$ cat src/hdl/uart_rx_fifo_xon_xoff_top_assert.svh
// Assertion macros for the UART receive FIFO with XON/XOFF flow control.
// Included by the top level; expects a clock named clk and a reset named rst.
`ifndef UART_RX_FIFO_XON_XOFF_TOP_ASSERT_SVH
`define UART_RX_FIFO_XON_XOFF_TOP_ASSERT_SVH

// Same-cycle implication, checked outside reset.
`define URXF_ASSERT_IMPL(label, ante, cons) \
  label: assert property (@(posedge clk) disable iff (rst) (ante) |-> (cons)) \
    else $error("urxf: same-cycle check failed");

// Next-cycle implication, checked outside reset.
`define URXF_ASSERT_NEXT(label, ante, cons) \
  label: assert property (@(posedge clk) disable iff (rst) (ante) |=> (cons)) \
    else $error("urxf: next-cycle check failed");

`endif

$ cat src/hdl/urxf_pkg.sv
// Shared types and constants for the UART receive FIFO with XON/XOFF.
// No dependencies; used by every module of the block.
package urxf_pkg;

  localparam int DEPTH  = 64;
  localparam int ADDR_W = $clog2(DEPTH);
  localparam int CNT_W  = $clog2(DEPTH + 1);
  localparam int LVL_W  = 7;
  localparam int CMP_W  = (CNT_W > LVL_W) ? CNT_W : LVL_W;
  localparam int PADDR_W = 4;

  localparam logic ACT_RX   = 1'b0;
  localparam logic ACT_READ = 1'b1;

  typedef enum logic [1:0] {
    REG_XON_CHAR   = 2'd0,
    REG_XOFF_CHAR  = 2'd1,
    REG_XOFF_LEVEL = 2'd2,
    REG_XON_LEVEL  = 2'd3
  } reg_idx_t;

  localparam logic [7:0]       XON_RESET   = 8'd17;
  localparam logic [7:0]       XOFF_RESET  = 8'd19;
  localparam logic [LVL_W-1:0] XOFF_LVL_RESET = 7'd5;
  localparam logic [LVL_W-1:0] XON_LVL_RESET  = 7'd54;

  typedef struct packed {
    logic       action;
    logic [7:0] rx_byte;
  } in_t;

  typedef struct packed {
    logic [7:0]       read_data;
    logic             read_valid;
    logic             flow_send;
    logic [7:0]       flow_byte;
    logic             peer_allows_tx;
    logic [LVL_W-1:0] free_space;
    logic             overflow;
  } out_t;

  typedef struct packed {
    logic [7:0]       xon_char;
    logic [7:0]       xoff_char;
    logic [LVL_W-1:0] xoff_free_level;
    logic [LVL_W-1:0] xon_free_level;
  } cfg_t;

  typedef struct packed {
    logic              we;
    logic [ADDR_W-1:0] waddr;
    logic [7:0]        wdata;
    logic              re;
    logic [ADDR_W-1:0] raddr;
  } ram_req_t;

endpackage

$ cat src/hdl/urxf_ram.sv
// Byte store of the receive FIFO: one write port, one read port, registered read.
// Depends on urxf_pkg for depth and request struct.
module urxf_ram (
  input  logic              clk,
  input  urxf_pkg::ram_req_t req,
  output logic [7:0]        rdata
);

  logic [7:0] mem [urxf_pkg::DEPTH];

  always_ff @(posedge clk) begin
    if (req.we) begin
      mem[req.waddr] <= req.wdata;
    end
    if (req.re) begin
      rdata <= mem[req.raddr];
    end
  end

endmodule

$ cat src/hdl/urxf_regs.sv
// APB configuration registers: XON/XOFF characters and free-space levels.
// Depends on urxf_pkg for the register map and config struct.
module urxf_regs (
  input  logic                        clk,
  input  logic                        rst,
  input  logic                        psel,
  input  logic                        penable,
  input  logic                        pwrite,
  input  logic [urxf_pkg::PADDR_W-1:0] paddr,
  input  logic [31:0]                 pwdata,
  output logic [31:0]                 prdata,
  output logic                        pready,
  output urxf_pkg::cfg_t              cfg
);

  logic                  wr;
  urxf_pkg::reg_idx_t    idx;

  assign pready = 1'b1;
  assign wr     = psel && penable && pwrite;
  assign idx    = urxf_pkg::reg_idx_t'(paddr[3:2]);

  always_ff @(posedge clk) begin
    if (rst) begin
      cfg.xon_char        <= urxf_pkg::XON_RESET;
      cfg.xoff_char       <= urxf_pkg::XOFF_RESET;
      cfg.xoff_free_level <= urxf_pkg::XOFF_LVL_RESET;
      cfg.xon_free_level  <= urxf_pkg::XON_LVL_RESET;
    end else if (wr) begin
      case (idx)
        urxf_pkg::REG_XON_CHAR:   cfg.xon_char        <= pwdata[7:0];
        urxf_pkg::REG_XOFF_CHAR:  cfg.xoff_char       <= pwdata[7:0];
        urxf_pkg::REG_XOFF_LEVEL: cfg.xoff_free_level <= pwdata[urxf_pkg::LVL_W-1:0];
        urxf_pkg::REG_XON_LEVEL:  cfg.xon_free_level  <= pwdata[urxf_pkg::LVL_W-1:0];
        default: ;
      endcase
    end
  end

  always_comb begin
    case (idx)
      urxf_pkg::REG_XON_CHAR:   prdata = {24'd0, cfg.xon_char};
      urxf_pkg::REG_XOFF_CHAR:  prdata = {24'd0, cfg.xoff_char};
      urxf_pkg::REG_XOFF_LEVEL: prdata = {25'd0, cfg.xoff_free_level};
      urxf_pkg::REG_XON_LEVEL:  prdata = {25'd0, cfg.xon_free_level};
      default:                  prdata = 32'd0;
    endcase
  end

endmodule

$ cat src/hdl/urxf_ctrl.sv
// FIFO control: pointers, free count, flow-control flags, result pipeline.
// Depends on urxf_pkg; drives the byte store through a ram_req_t struct.
module urxf_ctrl (
  input  logic               clk,
  input  logic               rst,
  input  urxf_pkg::cfg_t     cfg,
  input  logic               in_valid,
  output logic               in_ready,
  input  urxf_pkg::in_t      in_data,
  output logic               out_valid,
  input  logic               out_ready,
  output urxf_pkg::out_t     out_data,
  output urxf_pkg::ram_req_t ram_req,
  input  logic [7:0]         ram_rdata
);

  localparam int AW = urxf_pkg::ADDR_W;
  localparam int CW = urxf_pkg::CNT_W;
  localparam int MW = urxf_pkg::CMP_W;
  localparam logic [AW-1:0] LAST_PTR  = AW'(urxf_pkg::DEPTH - 1);
  localparam logic [CW-1:0] FULL_FREE = CW'(urxf_pkg::DEPTH);

  logic [AW-1:0] rd_ptr, rd_ptr_next;
  logic [AW-1:0] wr_ptr, wr_ptr_next;
  logic [CW-1:0] free_cnt, free_cnt_next;
  logic          local_tx_on, local_tx_on_next;
  logic          remote_allows, remote_allows_next;

  // Stage between accept and output: result fields waiting for RAM read data.
  logic           p_valid;
  urxf_pkg::out_t p_res, p_res_next;

  logic accept, advance;

  assign advance  = !out_valid || out_ready;
  assign in_ready = !p_valid || advance;
  assign accept   = in_valid && in_ready;

  always_comb begin
    rd_ptr_next        = rd_ptr;
    wr_ptr_next        = wr_ptr;
    free_cnt_next      = free_cnt;
    local_tx_on_next   = local_tx_on;
    remote_allows_next = remote_allows;
    p_res_next         = '0;
    ram_req            = '0;
    ram_req.waddr      = wr_ptr;
    ram_req.wdata      = in_data.rx_byte;
    ram_req.raddr      = rd_ptr;

    if (in_data.action == urxf_pkg::ACT_RX) begin
      if (in_data.rx_byte == cfg.xoff_char) begin
        remote_allows_next = 1'b0;
      end else if (in_data.rx_byte == cfg.xon_char) begin
        remote_allows_next = 1'b1;
      end else if (free_cnt == '0) begin
        p_res_next.overflow = 1'b1;
      end else begin
        ram_req.we    = accept;
        wr_ptr_next   = (wr_ptr == LAST_PTR) ? '0 : wr_ptr + 1'b1;
        free_cnt_next = free_cnt - 1'b1;
        if (local_tx_on && MW'(free_cnt_next) <= MW'(cfg.xoff_free_level)) begin
          local_tx_on_next     = 1'b0;
          p_res_next.flow_send = 1'b1;
          p_res_next.flow_byte = cfg.xoff_char;
        end
      end
    end else begin
      if (free_cnt < FULL_FREE) begin
        ram_req.re            = accept;
        p_res_next.read_valid = 1'b1;
        rd_ptr_next   = (rd_ptr == LAST_PTR) ? '0 : rd_ptr + 1'b1;
        free_cnt_next = free_cnt + 1'b1;
        if (!local_tx_on && MW'(free_cnt_next) >= MW'(cfg.xon_free_level)) begin
          local_tx_on_next     = 1'b1;
          p_res_next.flow_send = 1'b1;
          p_res_next.flow_byte = cfg.xon_char;
        end
      end
    end

    p_res_next.peer_allows_tx = remote_allows_next;
    p_res_next.free_space     = urxf_pkg::LVL_W'(free_cnt_next);
  end

  always_ff @(posedge clk) begin
    if (rst) begin
      rd_ptr        <= '0;
      wr_ptr        <= '0;
      free_cnt      <= FULL_FREE;
      local_tx_on   <= 1'b1;
      remote_allows <= 1'b1;
      p_valid       <= 1'b0;
      out_valid     <= 1'b0;
    end else begin
      if (accept) begin
        rd_ptr        <= rd_ptr_next;
        wr_ptr        <= wr_ptr_next;
        free_cnt      <= free_cnt_next;
        local_tx_on   <= local_tx_on_next;
        remote_allows <= remote_allows_next;
      end
      if (in_ready) begin
        p_valid <= accept;
      end
      if (advance) begin
        out_valid <= p_valid;
      end
    end
  end

  always_ff @(posedge clk) begin
    if (accept) begin
      p_res <= p_res_next;
    end
    // RAM read data is held while the stage stalls, since no new read is issued.
    if (advance && p_valid) begin
      out_data           <= p_res;
      out_data.read_data <= p_res.read_valid ? ram_rdata : 8'd0;
    end
  end

endmodule

$ cat src/hdl/uart_rx_fifo_xon_xoff_top.sv
// Top level of the UART receive FIFO with XON/XOFF software flow control.
// Depends on urxf_pkg, urxf_regs, urxf_ctrl, urxf_ram and the assertion header.
//
// Usage:
//   in channel (in_valid/in_ready/in_data): one item per line byte received
//   (action = 0) or per software read (action = 1).
//   out channel (out_valid/out_ready/out_data): exactly one result item per
//   input item, in order: popped byte, flow-control request, peer flag,
//   free space and overflow flag.
//   APB port: XON/XOFF characters and free-space levels at 0x0, 0x4, 0x8, 0xC.
//   Write them only while no item is in flight.
// Timing: an accepted item goes to the result stage and then to the output
//   register; the byte store is a 64-entry RAM with a registered read, and a
//   single access per item lets it take one item every cycle unless stalled.
// Reset: pointers cleared, free space 64, both flow flags set, registers at
//   their defaults; store contents are not cleared and need no sweep.
// Stall: when out_ready is low, the result and one item behind it are held,
//   and in_ready drops once that item is held, until the output is taken.
module uart_rx_fifo_xon_xoff_top (
  input  logic                        clk,
  input  logic                        rst,
  input  logic                        in_valid,
  output logic                        in_ready,
  input  urxf_pkg::in_t               in_data,
  output logic                        out_valid,
  input  logic                        out_ready,
  output urxf_pkg::out_t              out_data,
  input  logic                        psel,
  input  logic                        penable,
  input  logic                        pwrite,
  input  logic [urxf_pkg::PADDR_W-1:0] paddr,
  input  logic [31:0]                 pwdata,
  output logic [31:0]                 prdata,
  output logic                        pready
);

  `include "uart_rx_fifo_xon_xoff_top_assert.svh"

  urxf_pkg::cfg_t     cfg;
  urxf_pkg::ram_req_t ram_req;
  logic [7:0]         ram_rdata;

  urxf_regs u_regs (
    .clk     (clk),
    .rst     (rst),
    .psel    (psel),
    .penable (penable),
    .pwrite  (pwrite),
    .paddr   (paddr),
    .pwdata  (pwdata),
    .prdata  (prdata),
    .pready  (pready),
    .cfg     (cfg)
  );

  urxf_ctrl u_ctrl (
    .clk       (clk),
    .rst       (rst),
    .cfg       (cfg),
    .in_valid  (in_valid),
    .in_ready  (in_ready),
    .in_data   (in_data),
    .out_valid (out_valid),
    .out_ready (out_ready),
    .out_data  (out_data),
    .ram_req   (ram_req),
    .ram_rdata (ram_rdata)
  );

  urxf_ram u_ram (
    .clk   (clk),
    .req   (ram_req),
    .rdata (ram_rdata)
  );

  // A read with nothing popped returns zero.
  `URXF_ASSERT_IMPL(a_rdata_zero, out_valid && !out_data.read_valid, out_data.read_data == 8'd0)
  // A pop and a dropped byte never come from the same item.
  `URXF_ASSERT_IMPL(a_pop_not_ovf, out_valid && out_data.read_valid, !out_data.overflow)
  // No flow byte without a send request.
  `URXF_ASSERT_IMPL(a_fbyte_zero, out_valid && !out_data.flow_send, out_data.flow_byte == 8'd0)
  // Hold a waiting result unchanged until it is taken.
  `URXF_ASSERT_NEXT(a_out_hold, out_valid && !out_ready, out_valid && $stable(out_data))

endmodule

$ cat config.mk
export PLATFORM = sky130hd
export DESIGN_NAME = uart_rx_fifo_xon_xoff_top
export DESIGN_NICKNAME = d
export VERILOG_FILES = /design/src/hdl/urxf_pkg.sv /design/src/hdl/urxf_ram.sv /design/src/hdl/urxf_regs.sv /design/src/hdl/urxf_ctrl.sv /design/src/hdl/uart_rx_fifo_xon_xoff_top.sv
export VERILOG_INCLUDE_DIRS = /design/src /design/src/hdl
export SDC_FILE = /design/constraint.sdc
export NUM_CORES = 1
export LEC_CHECK = 0
export BUFFER_PORTS_ARGS = -buffer_cell sky130_fd_sc_hd__buf_4
export CORE_AREA = 2 2 213 215
export CTS_BUF_LIST = sky130_fd_sc_hd__clkbuf_8
export DETAILED_ROUTE_END_ITERATION = 8
export DIE_AREA = 0 0 215 217
export GPL_TIMING_DRIVEN = 0
export PLACE_DENSITY = 0.74
export SETUP_SLACK_MARGIN = 0.4
export SYNTH_ARGS = -nofsm -noshare
export SYNTH_HDL_FRONTEND = slang
export SYNTH_SLANG_ARGS = --single-unit
$ cat constraint.sdc
create_clock -name clk -period 3.2 [get_ports clk]
set_input_delay 0.64 -clock clk [delete_from_list [all_inputs] [get_ports clk]]
set_output_delay 0.64 -clock clk [all_outputs]
set_load 0.1 [all_outputs]
# Word level (Yosys, flattened, before mapping)
# Memory sizes are Yosys's and may differ from the RTL's. A register that Yosys moved wholly into a read port is not among the register bits.
# Cells that the tools add are included.
word_totals:
  memories: 1
  input_bits: 52
  ram_bits: 512
  output_inout_bits: 62
  register_bits: 99
classes:
  muxes: 34
  magnitude_cmp: 3
  n_addsub: 4
  n_bitwise: 4
  n_reduce_logical: 22
  eq_ne: 12
memory_table:
  columns: ["name", "words", "word_bits", "rd", "rd_ports_with_merged_regs", "write_ports", "line_no", "rtl"]
  rows:
  - ["u_ram.mem", 64, 8, 1, 1, 1, "urxf_ram.sv:9", "logic [7:0] mem [urxf_pkg::DEPTH];"]
op_table:
  columns: ["cell", "n"]
  rows:
  - ["one-hot mux 32 bit (4 select lines)", 1]
  - ["2-to-1 mux 9 bit", 6]
  - ["2-to-1 mux 7 bit", 5]
  - ["2-to-1 mux 1 bit", 19]
  - ["== test 8 bit", 2]
  - ["adder 6 x 1 -> 6 bit (second input constant)", 2]
  - ["== test 6 bit (second input constant)", 2]
  - ["2-to-1 mux 6 bit", 2]
  - ["2-to-1 mux 10 bit", 1]
  - ["AND reduction 2 bit", 4]
  - ["adder 7 x 1 -> 7 bit (second input constant)", 1]
  - [">= comparator 7 bit", 1]
  - ["less-or-equal comparator 7 bit", 1]
  - ["logical NOT 7 bit", 1]
  - ["less-than comparator 7 bit (second input constant)", 1]
  - ["AND reduction 7 bit", 1]
  - ["subtractor 7 x 1 -> 7 bit (second input constant)", 1]
  - ["logical AND 1 bit", 6]
  - ["!= test 2 bit (second input constant)", 3]
  - ["AND reduction 5 bit", 1]
  - ["== test 2 bit (second input constant)", 2]
  - ["!= test 2 x 1 -> 1 bit (second input constant)", 2]
  - ["inverter 1 bit", 4]
  - ["logical NOT 1 bit", 3]
  - ["other kinds (6)", 7]

# Longest topological paths before layout
# Gate-level depths: netlist of run 1.
depth:
  word_depth: 10
  mapped_depth: 11

# Modules after synthesis
# A second synthesis of run 1 with hierarchy kept.
unflattened:
  cells_unflattened: 1451
  area_unflattened_um2: 25587.0
by_module_without_submodules:
  columns: ["mod", "cells_per_inst", "area_per_inst_um2", "instances", "seq_area_each_um2"]
  rows:
  - ["urxf_ram", 940, 20246.9, 1, 15615.0]
  - ["urxf_ctrl", 354, 3728.6, 1, 1841.8]
  - ["urxf_regs", 157, 1611.5, 1, 600.6]

# Worst setup path after synthesis of run 1
# No wires, ideal clock.
synth_timing:
  path_type: "register -> register"
  start: "register u_ctrl.out_valid"
  end: "memory u_ram.mem[62][0], enable pin"
  period_less_slack_ns: 4.198
  required_time_ns: 2.830
  slack_ns: -0.998
  stages_incl_launch_ff: 8
  arrival_ns: 3.828
  cell_sequence: "dfxtp_1 -> nand3b_1 -> nand2_1 -> inv_1 -> buf_2 -> buf_1 -> nand4_2 -> nor2_1"
synth_between:
  elab_chain_len: 10
synth_rtl:
  columns: ["element", "line_no", "rtl"]
  rows:
  - ["from (decl)", "urxf_ctrl.sv:10", "output logic out_valid,"]
  - ["from (signal assigned)", "urxf_ctrl.sv:107", "out_valid <= p_valid;"]
  - ["logical NOT 1 bit", "urxf_ctrl.sv:35", "assign advance = !out_valid || out_ready;"]
  - ["logical OR 1 bit", "urxf_ctrl.sv:35", null]
  - ["logical OR 1 bit", "urxf_ctrl.sv:36", "assign in_ready = !p_valid || advance;"]
  - ["via in_ready", "uart_rx_fifo_xon_xoff_top.sv:23", "output logic in_ready,"]
  - ["logical AND 1 bit", "urxf_ctrl.sv:37", "assign accept = in_valid && in_ready;"]
  - ["via u_ctrl.accept", "urxf_ctrl.sv:33", "logic accept, advance;"]
  - ["2-to-1 mux 1 bit", "urxf_ctrl.sv:56", "end else if (free_cnt == '0) begin"]
  - ["2-to-1 mux 1 bit", "urxf_ctrl.sv:54", "end else if (in_data.rx_byte == cfg.xon_char) begin"]
  - ["2-to-1 mux 1 bit", "urxf_ctrl.sv:52", "if (in_data.rx_byte == cfg.xoff_char) begin"]
  - ["2-to-1 mux 1 bit", "urxf_ctrl.sv:51", "if (in_data.action == urxf_pkg::ACT_RX) begin"]
  - ["2-to-1 mux 1 bit", "urxf_ram.sv:12", "if (req.we) begin"]
  - ["2-to-1 mux 1 bit (implied by the code)", "urxf_ram.sv:13", "mem[req.waddr] <= req.wdata;"]
  - ["to (decl)", "urxf_ram.sv:9", null]
# The timed path passes the listed nets, and every way through them passes these cells.

==> flow_summary.yaml, run 1 <==
floorplan:
  die_area_um2: 46700
  start_util: 0.562
  rows: 78
  fp.dieH_um: 217
  die_x_um: 215
  io-pin-count: 114
  core_area_um2: 44700
timing:
  fmax_ghz: 0.364
  fin_crit_sh: 0.858
  timing.slew.headroom: 0.350
  drv_slew: 0
  hold_violations: 0
  fin_crit_ps: 2740
  skew_ps: 42.7
  setup_viol: 0
  whs_ps: 211
  rsz0062_at_grt: "true"
  tightestPinTransition_ps: 974
routing:
  antenna_left: 0
  drc: 0
  first_pass_iters: 5
  routed-via-count: 13700
  wl_per_cell_um: 25.7
  drt-total-wl_mm: 57.9
  drt_iter0_markers: 1399
  via_per_inst: 6.11
placement:
  dp.cells: 2073
  gp_congestion: 0.890
  portBuffers: 62
  dp_hpwl_mm: 37.3
cts:
  clockBufferDepth: 3
  cts-htree-levels: 3
  numCtsBuffers: 95
  tritoncts: "built"
  clk_pin_slew_ps: 60
  clock-root-buffer: "clkbuf_8"
  clock-sinks: 619
  clock_latency_ps: 680
synthesis:
  synth_area_leader_cell: "edfxtp_1"
  synth_flop_cell: "edfxtp_1"
  synth.distinct_cells: 58
  synth_common_cells: "edfxtp_1 (566), mux4_2 (141), nor2_1 (114)"
  synthCells: 1388
  yosys_warnings: 0
  synth_top_area_frac: 0.676
  yosysSeqAreaShare: 0.719
  yosysMostFrequentCell: "edfxtp_1"
  syn_area_um2: 25100
  synth_seq_cells: 619
  synth_edf_count: 566
  syn_avg_cell_area_um2: 18.1
  synthArstFlopShare: 0
  synthTopCellsByArea: "edfxtp_1 (68%), mux4_2 (13%), dfxtp_1 (4.2%)"
setup_path:
  path_class: "reg -> reg"
  arrival_ps: 3150
  cpPeakStageDelay_ps: 580
  path_cells: "clkbuf_1 -> nor2b_1 -> clkbuf_1 -> clkbuf_1 -> a22oi_1 -> a21oi_1 -> or4_1"
  path_common_cell: "clkbuf_1"
  required_ps: 3600
  cp_max_fo: 10
  startpoint_type: "register"
  cp-end-kind: "register"
  crit_slowest_cell: "or4_1"
flow_run:
  drv_cap: 0
pwr:
  power_mw: 16.2
  cellLeakagePower_nw: 9.56
  irDropWorstVdd_mv: 0.449
  cellPowerDensity_nw_per_um2: 559
global_route:
  track_usage: 0.256
  grt_pass1_vias: 13800
  antenna_found_initial: 0
  grt_pass1_wl_mm: 87.2
  grt_max_degree: 67
  overflow: 0
worst_hold_path:
  min_path_type: "in -> reg"
cells_and_area:
  fillers: 3130
  finalNetCount: 1655
  area_growth_pct: 15.0
  antenna_cells: 0
  drive_gt1_frac: 0.302
  layout.cells.non_filler: 2252
outcome:
  status: "finished, final reports clean"
## cell type report
| cell class | instances | area [µm²] | share of cell area |
|---|---|---|---|
| multi-input cells | 666 | 7040 | 0.244 |
| plain buffers | 96 | 596 | 0.0206 |
| inverters | 30 | 114 | 0.00394 |
| well taps | 600 | 751 | 0.0260 |
| repair buffers | 75 | 664 | 0.0230 |
| clock inverters | 67 | 303 | 0.0105 |
| clock buffers | 99 | 1360 | 0.0472 |
| flip-flops and latches | 619 | 18100 | 0.625 |
## final timing paths
kind | startpoint | end | slack, ps | depth (start not counted)
min | pwdata[0] | u_regs.cfg[14]$_SDFFE_PP1P_ | 210 | 3
max | u_ctrl.rd_ptr[3]$_SDFFE_PP0P_ | u_ram.rdata[5]$_DFFE_PP_ | 460 | 7
min reg2reg | u_ctrl.p_res[13]$_DFFE_PP_ | u_ctrl.out_data[13]$_DFFE_PP_ | 410 | 0
max reg2reg | u_ctrl.rd_ptr[3]$_SDFFE_PP0P_ | u_ram.rdata[5]$_DFFE_PP_ | 460 | 7
## critical path: cells and delay by family (launching register included)
kind,cells,cell delay [ps]
buffers and inverters,3,1010
DFF,1,310
AOI/OAI and AO/OA,2,460
and+or+nand+nor,2,660
## cells by family (layout without fill, tap and decap cells)
group,Yosys count,in the layout,share of synthesized area
flip-flops,619,619,0.719
AND/OR/NAND/NOR,265,265,0.0512
multiplexers,190,190,0.146
AO/OA/AOI/OAI,130,130,0.0358
buffers and inverters,126,367,0.0256
XOR/XNOR,36,36,0.0125
adder cells (fa/ha/maj),20,20,0.00996
other,2,25,0.000299
## where the power goes
group / internal, mW / switching (mW)
Sequential: 8.93 / 0.0450
Combinational: 0.418 / 0.871
Clock: 2.93 / 2.96
Total: 12.3 / 3.88
## repair_timing
action | CTS | global route
resized for setup | 72 | 27
hold buffers | 0 | 0
gates cloned | 0 | 0
endpoints found under the hold margin | 0 | 0
endpoints found under the setup margin | 528 | 521
setup buffers | 13 | 0
pin swaps | 10 | 0
## state kept, by name (all words and copies together), names as in the netlist
signal,flops
u_ram.mem,512
u_regs.cfg,30
u_ctrl.out_data,27
u_ctrl.p_res,19
u_ram.rdata,8
u_ctrl.free_cnt,7
u_ctrl.rd_ptr,6
u_ctrl.wr_ptr,6
u_ctrl.local_tx_on,1
u_ctrl.out_valid,1
u_ctrl.p_valid,1
u_ctrl.remote_allows,1
## per-stage QoR
stage	instance area (µm²)	utilization	setup TNS, ps	setup WS (ps)
final	28900	0.646	0	455
after global placement	26700	0.597	-309050	-1110
after CTS	28800	0.644	0	379
after detailed placement	26700	0.597	-340660	-1160
after floorplan	25500	-	0	176
after global routing	28900	0.646	0	303
## routing by layer
layer | part of all wire | global-route usage | up-vias | routed length (µm)
li1 | - | - | 5915 | -
met1 | 0.40 | 0.359 | 6999 | 23300
met2 | 0.48 | 0.405 | 696 | 27900
met3 | 0.083 | 0.0447 | 139 | 4790
met4 | 0.034 | 0.103 | 0 | 1970
met5 | 0 | 0 | - | 0
## cell usage in the layout, fill, tap and decap left out, drive strengths merged, types with 4 or more instances in the layout
master  synthesis  layout
xnor2          13      13
buf            71     144
a21oi          34      34
clkbuf         25     126
and2           12      12
clkinv          2      31
nand2          48      48
a21o            4       4
or2             4       4
nor4            8       8
a22o            8       8
a22oi          39      39
xor2           23      23
nand2b          4       4
nor2          114     114
mux2i          48      48
nand3          23      23
conb            2      25
o21ai          12      12
or4             6       6
ha             20      20
nand4          10      10
nor2b          10      10
inv            28      65
a31oi           5       5
nor3           14      14
o31ai           4       4
mux4          141     141
edfxtp        566     566
dfxtp          53      53
Note: power is estimated with default switching activity, not from simulation.
==> run 2: changes to the inputs <==
--- a/config.mk
+++ b/config.mk
@@ -12,7 +12,7 @@
 export DETAILED_ROUTE_END_ITERATION = 8
 export DIE_AREA = 0 0 215 217
 export GPL_TIMING_DRIVEN = 0
-export PLACE_DENSITY = 0.74
+export PLACE_DENSITY = 0.84
 export SETUP_SLACK_MARGIN = 0.4
 export SYNTH_ARGS = -nofsm -noshare
 export SYNTH_HDL_FRONTEND = slang
==> run 2 against run 1 <==
Against the previous run:
- setup slack got worse by 38 ps
- die area unchanged
- maximum frequency decreased by 1.3%
- critical path depth unchanged
- cell count about the same
- register-to-register slack got worse by 40 ps
- core utilization decreased by 0.050 points
- wire length increased by 2.1%
- sequential power about the same
- sequential share of layout area increased by 0.058 points
- via count increased by 2.7%
- first-iteration DRC count increased by 29%
- critical path type unchanged
- critical endpoint is now u_ram.rdata[0]$_DFFE_PP_
- largest power group unchanged
==> flow_summary.yaml, run 2 (same netlist as run 1, synthesis figures left out) <==
cts:
  clockBufferDepth: 3
  tritoncts: "built"
  numCtsBuffers: 92
  clk_pin_slew_ps: 70
  cts-htree-levels: 3
  clock-sinks: 619
  ctsHoldBuffers: 0
  clock-root-buffer: "clkbuf_8"
  clock_latency_ps: 670
floorplan:
  die_area_um2: 46700
  rows: 78
  die_x_um: 215
  start_util: 0.562
  core_area_um2: 44700
  fp.dieH_um: 217
  io-pin-count: 114
global_route:
  track_usage: 0.258
  grt_pass1_wl_mm: 88.2
  grt_max_degree: 67
  overflow: 0
  antenna_found_initial: 0
  grt_pass1_vias: 14200
setup_path:
  cp_max_fo: 10
  cp-end-kind: "register"
  arrival_ps: 3180
  crit_slowest_cell: "mux4_2"
  required_ps: 3600
  path_cells: "buf_2 -> buf_2 -> clkbuf_4 -> mux4_2 -> mux4_2 -> o22ai_1 -> nor2_1"
  path_class: "reg -> reg"
  cpPeakStageDelay_ps: 550
  startpoint_type: "register"
placement:
  place_area_um2: 26700
  dp_hpwl_mm: 37.5
  gp_congestion: 0.917
  portBuffers: 62
  dp.cells: 2073
timing:
  drv_slew: 0
  fin_crit_ps: 2780
  skew_ps: 46.0
  setup_viol: 0
  fmax_ghz: 0.359
  fin_crit_sh: 0.870
  timing.slew.headroom: 0.352
  hold_violations: 0
  rsz0062_at_grt: "true"
  tightestPinTransition_ps: 972
routing:
  wl_per_cell_um: 26.3
  routed-via-count: 14100
  via_per_inst: 6.27
  first_pass_iters: 7
  drc: 0
  drt_iter0_markers: 1805
  drt-total-wl_mm: 59.1
  antenna_left: 0
cells_and_area:
  final_common_cell: "edfxtp_1"
  finalNetCount: 1655
  top_register: "u_ram.mem"
  area_growth_pct: 14.9
  drive_gt1_frac: 0.305
  layout.cells.non_filler: 2253
  final_cell_area_um2: 28900
  largest_register_ffs: 512
  reg_top3: "u_ram.mem (512), u_regs.cfg (30), u_ctrl.out_data (27)"
  final_cell_mix: "edfxtp_1 (566), mux4_2 (141), buf_4 (101), clkbuf_8 (95)"
  antenna_cells: 0
  fillers: 2880
pwr:
  irDropWorstVdd_mv: 0.365
  cellLeakagePower_nw: 9.52
  cellPowerDensity_nw_per_um2: 557
worst_hold_path:
  min_path_type: "in -> reg"
flow_run:
  drv_cap: 0
outcome:
  status: "finished, final reports clean"
run 2: path summary, 6_finish.rpt:
path | from | endpoint | slack (ps) | cells past startpoint
worst min-delay path | in_valid | u_ctrl.p_valid$_SDFFE_PP0N_ | 210 | 3
worst max-delay path | u_ctrl.rd_ptr[1]$_SDFFE_PP0P_ | u_ram.rdata[0]$_DFFE_PP_ | 420 | 7
worst max register to register | u_ctrl.rd_ptr[1]$_SDFFE_PP0P_ | u_ram.rdata[0]$_DFFE_PP_ | 420 | 7
worst min register to register | u_ctrl.p_res[2]$_DFFE_PP_ | u_ctrl.out_data[2]$_DFFE_PP_ | 410 | 0
run 2: area by class of cell:
class / count / area (µm²) / area share
clock inverters: 70 / 345 / 0.0120
well taps: 600 / 751 / 0.0260
plain buffers: 96 / 604 / 0.0209
clock buffers: 94 / 1290 / 0.0448
inverters: 30 / 114 / 0.00394
flip-flops and latches: 619 / 18100 / 0.626
repair buffers: 78 / 678 / 0.0235
multi-input cells: 666 / 7010 / 0.243
run 2: per-stage QoR:
step                      hold WS (ps)  setup WS (ps)  TNS, ps  power, mW  utilization
after floorplan                    400            176        0       9.97            -
after global placement             404           -960  -276820       10.3        0.597
after detailed placement           405          -1180  -330580       10.3        0.597
after CTS                          190            362        0       16.1        0.644
after global routing               208            302        0       16.6        0.646
final                              212            418        0       16.1        0.646
run 2: worst max-delay path, delay by kind of cell (launching register included):
kind            cells  cell delay (ps)
compound gates      1              380
buf+inv             3              780
simple gates        1               80
mux                 2              910
flops               1              350
run 2: metal layers:
metal,global-route usage,vias up,wire length (µm),part of all wire
met4,0.116,0,2420,0.041
met2,0.417,940,28800,0.49
met1,0.339,7092,21700,0.37
met5,0,-,0,0
li1,-,5906,-,-
met3,0.0591,179,6170,0.10
run 2: where the power goes:
group          switching (mW)  internal, mW  leakage [nW]
registers              0.0464          8.92          5.55
clock network            2.93          2.89         0.943
logic                   0.881         0.416          3.03
run 2: repair_timing:
| action | in CTS | in global routing |
|---|---|---|
| buffers inserted | 14 | 2 |
| resized for setup | 73 | 29 |
| endpoints found under the setup margin | 528 | 520 |
| pin swaps | 10 | 2 |
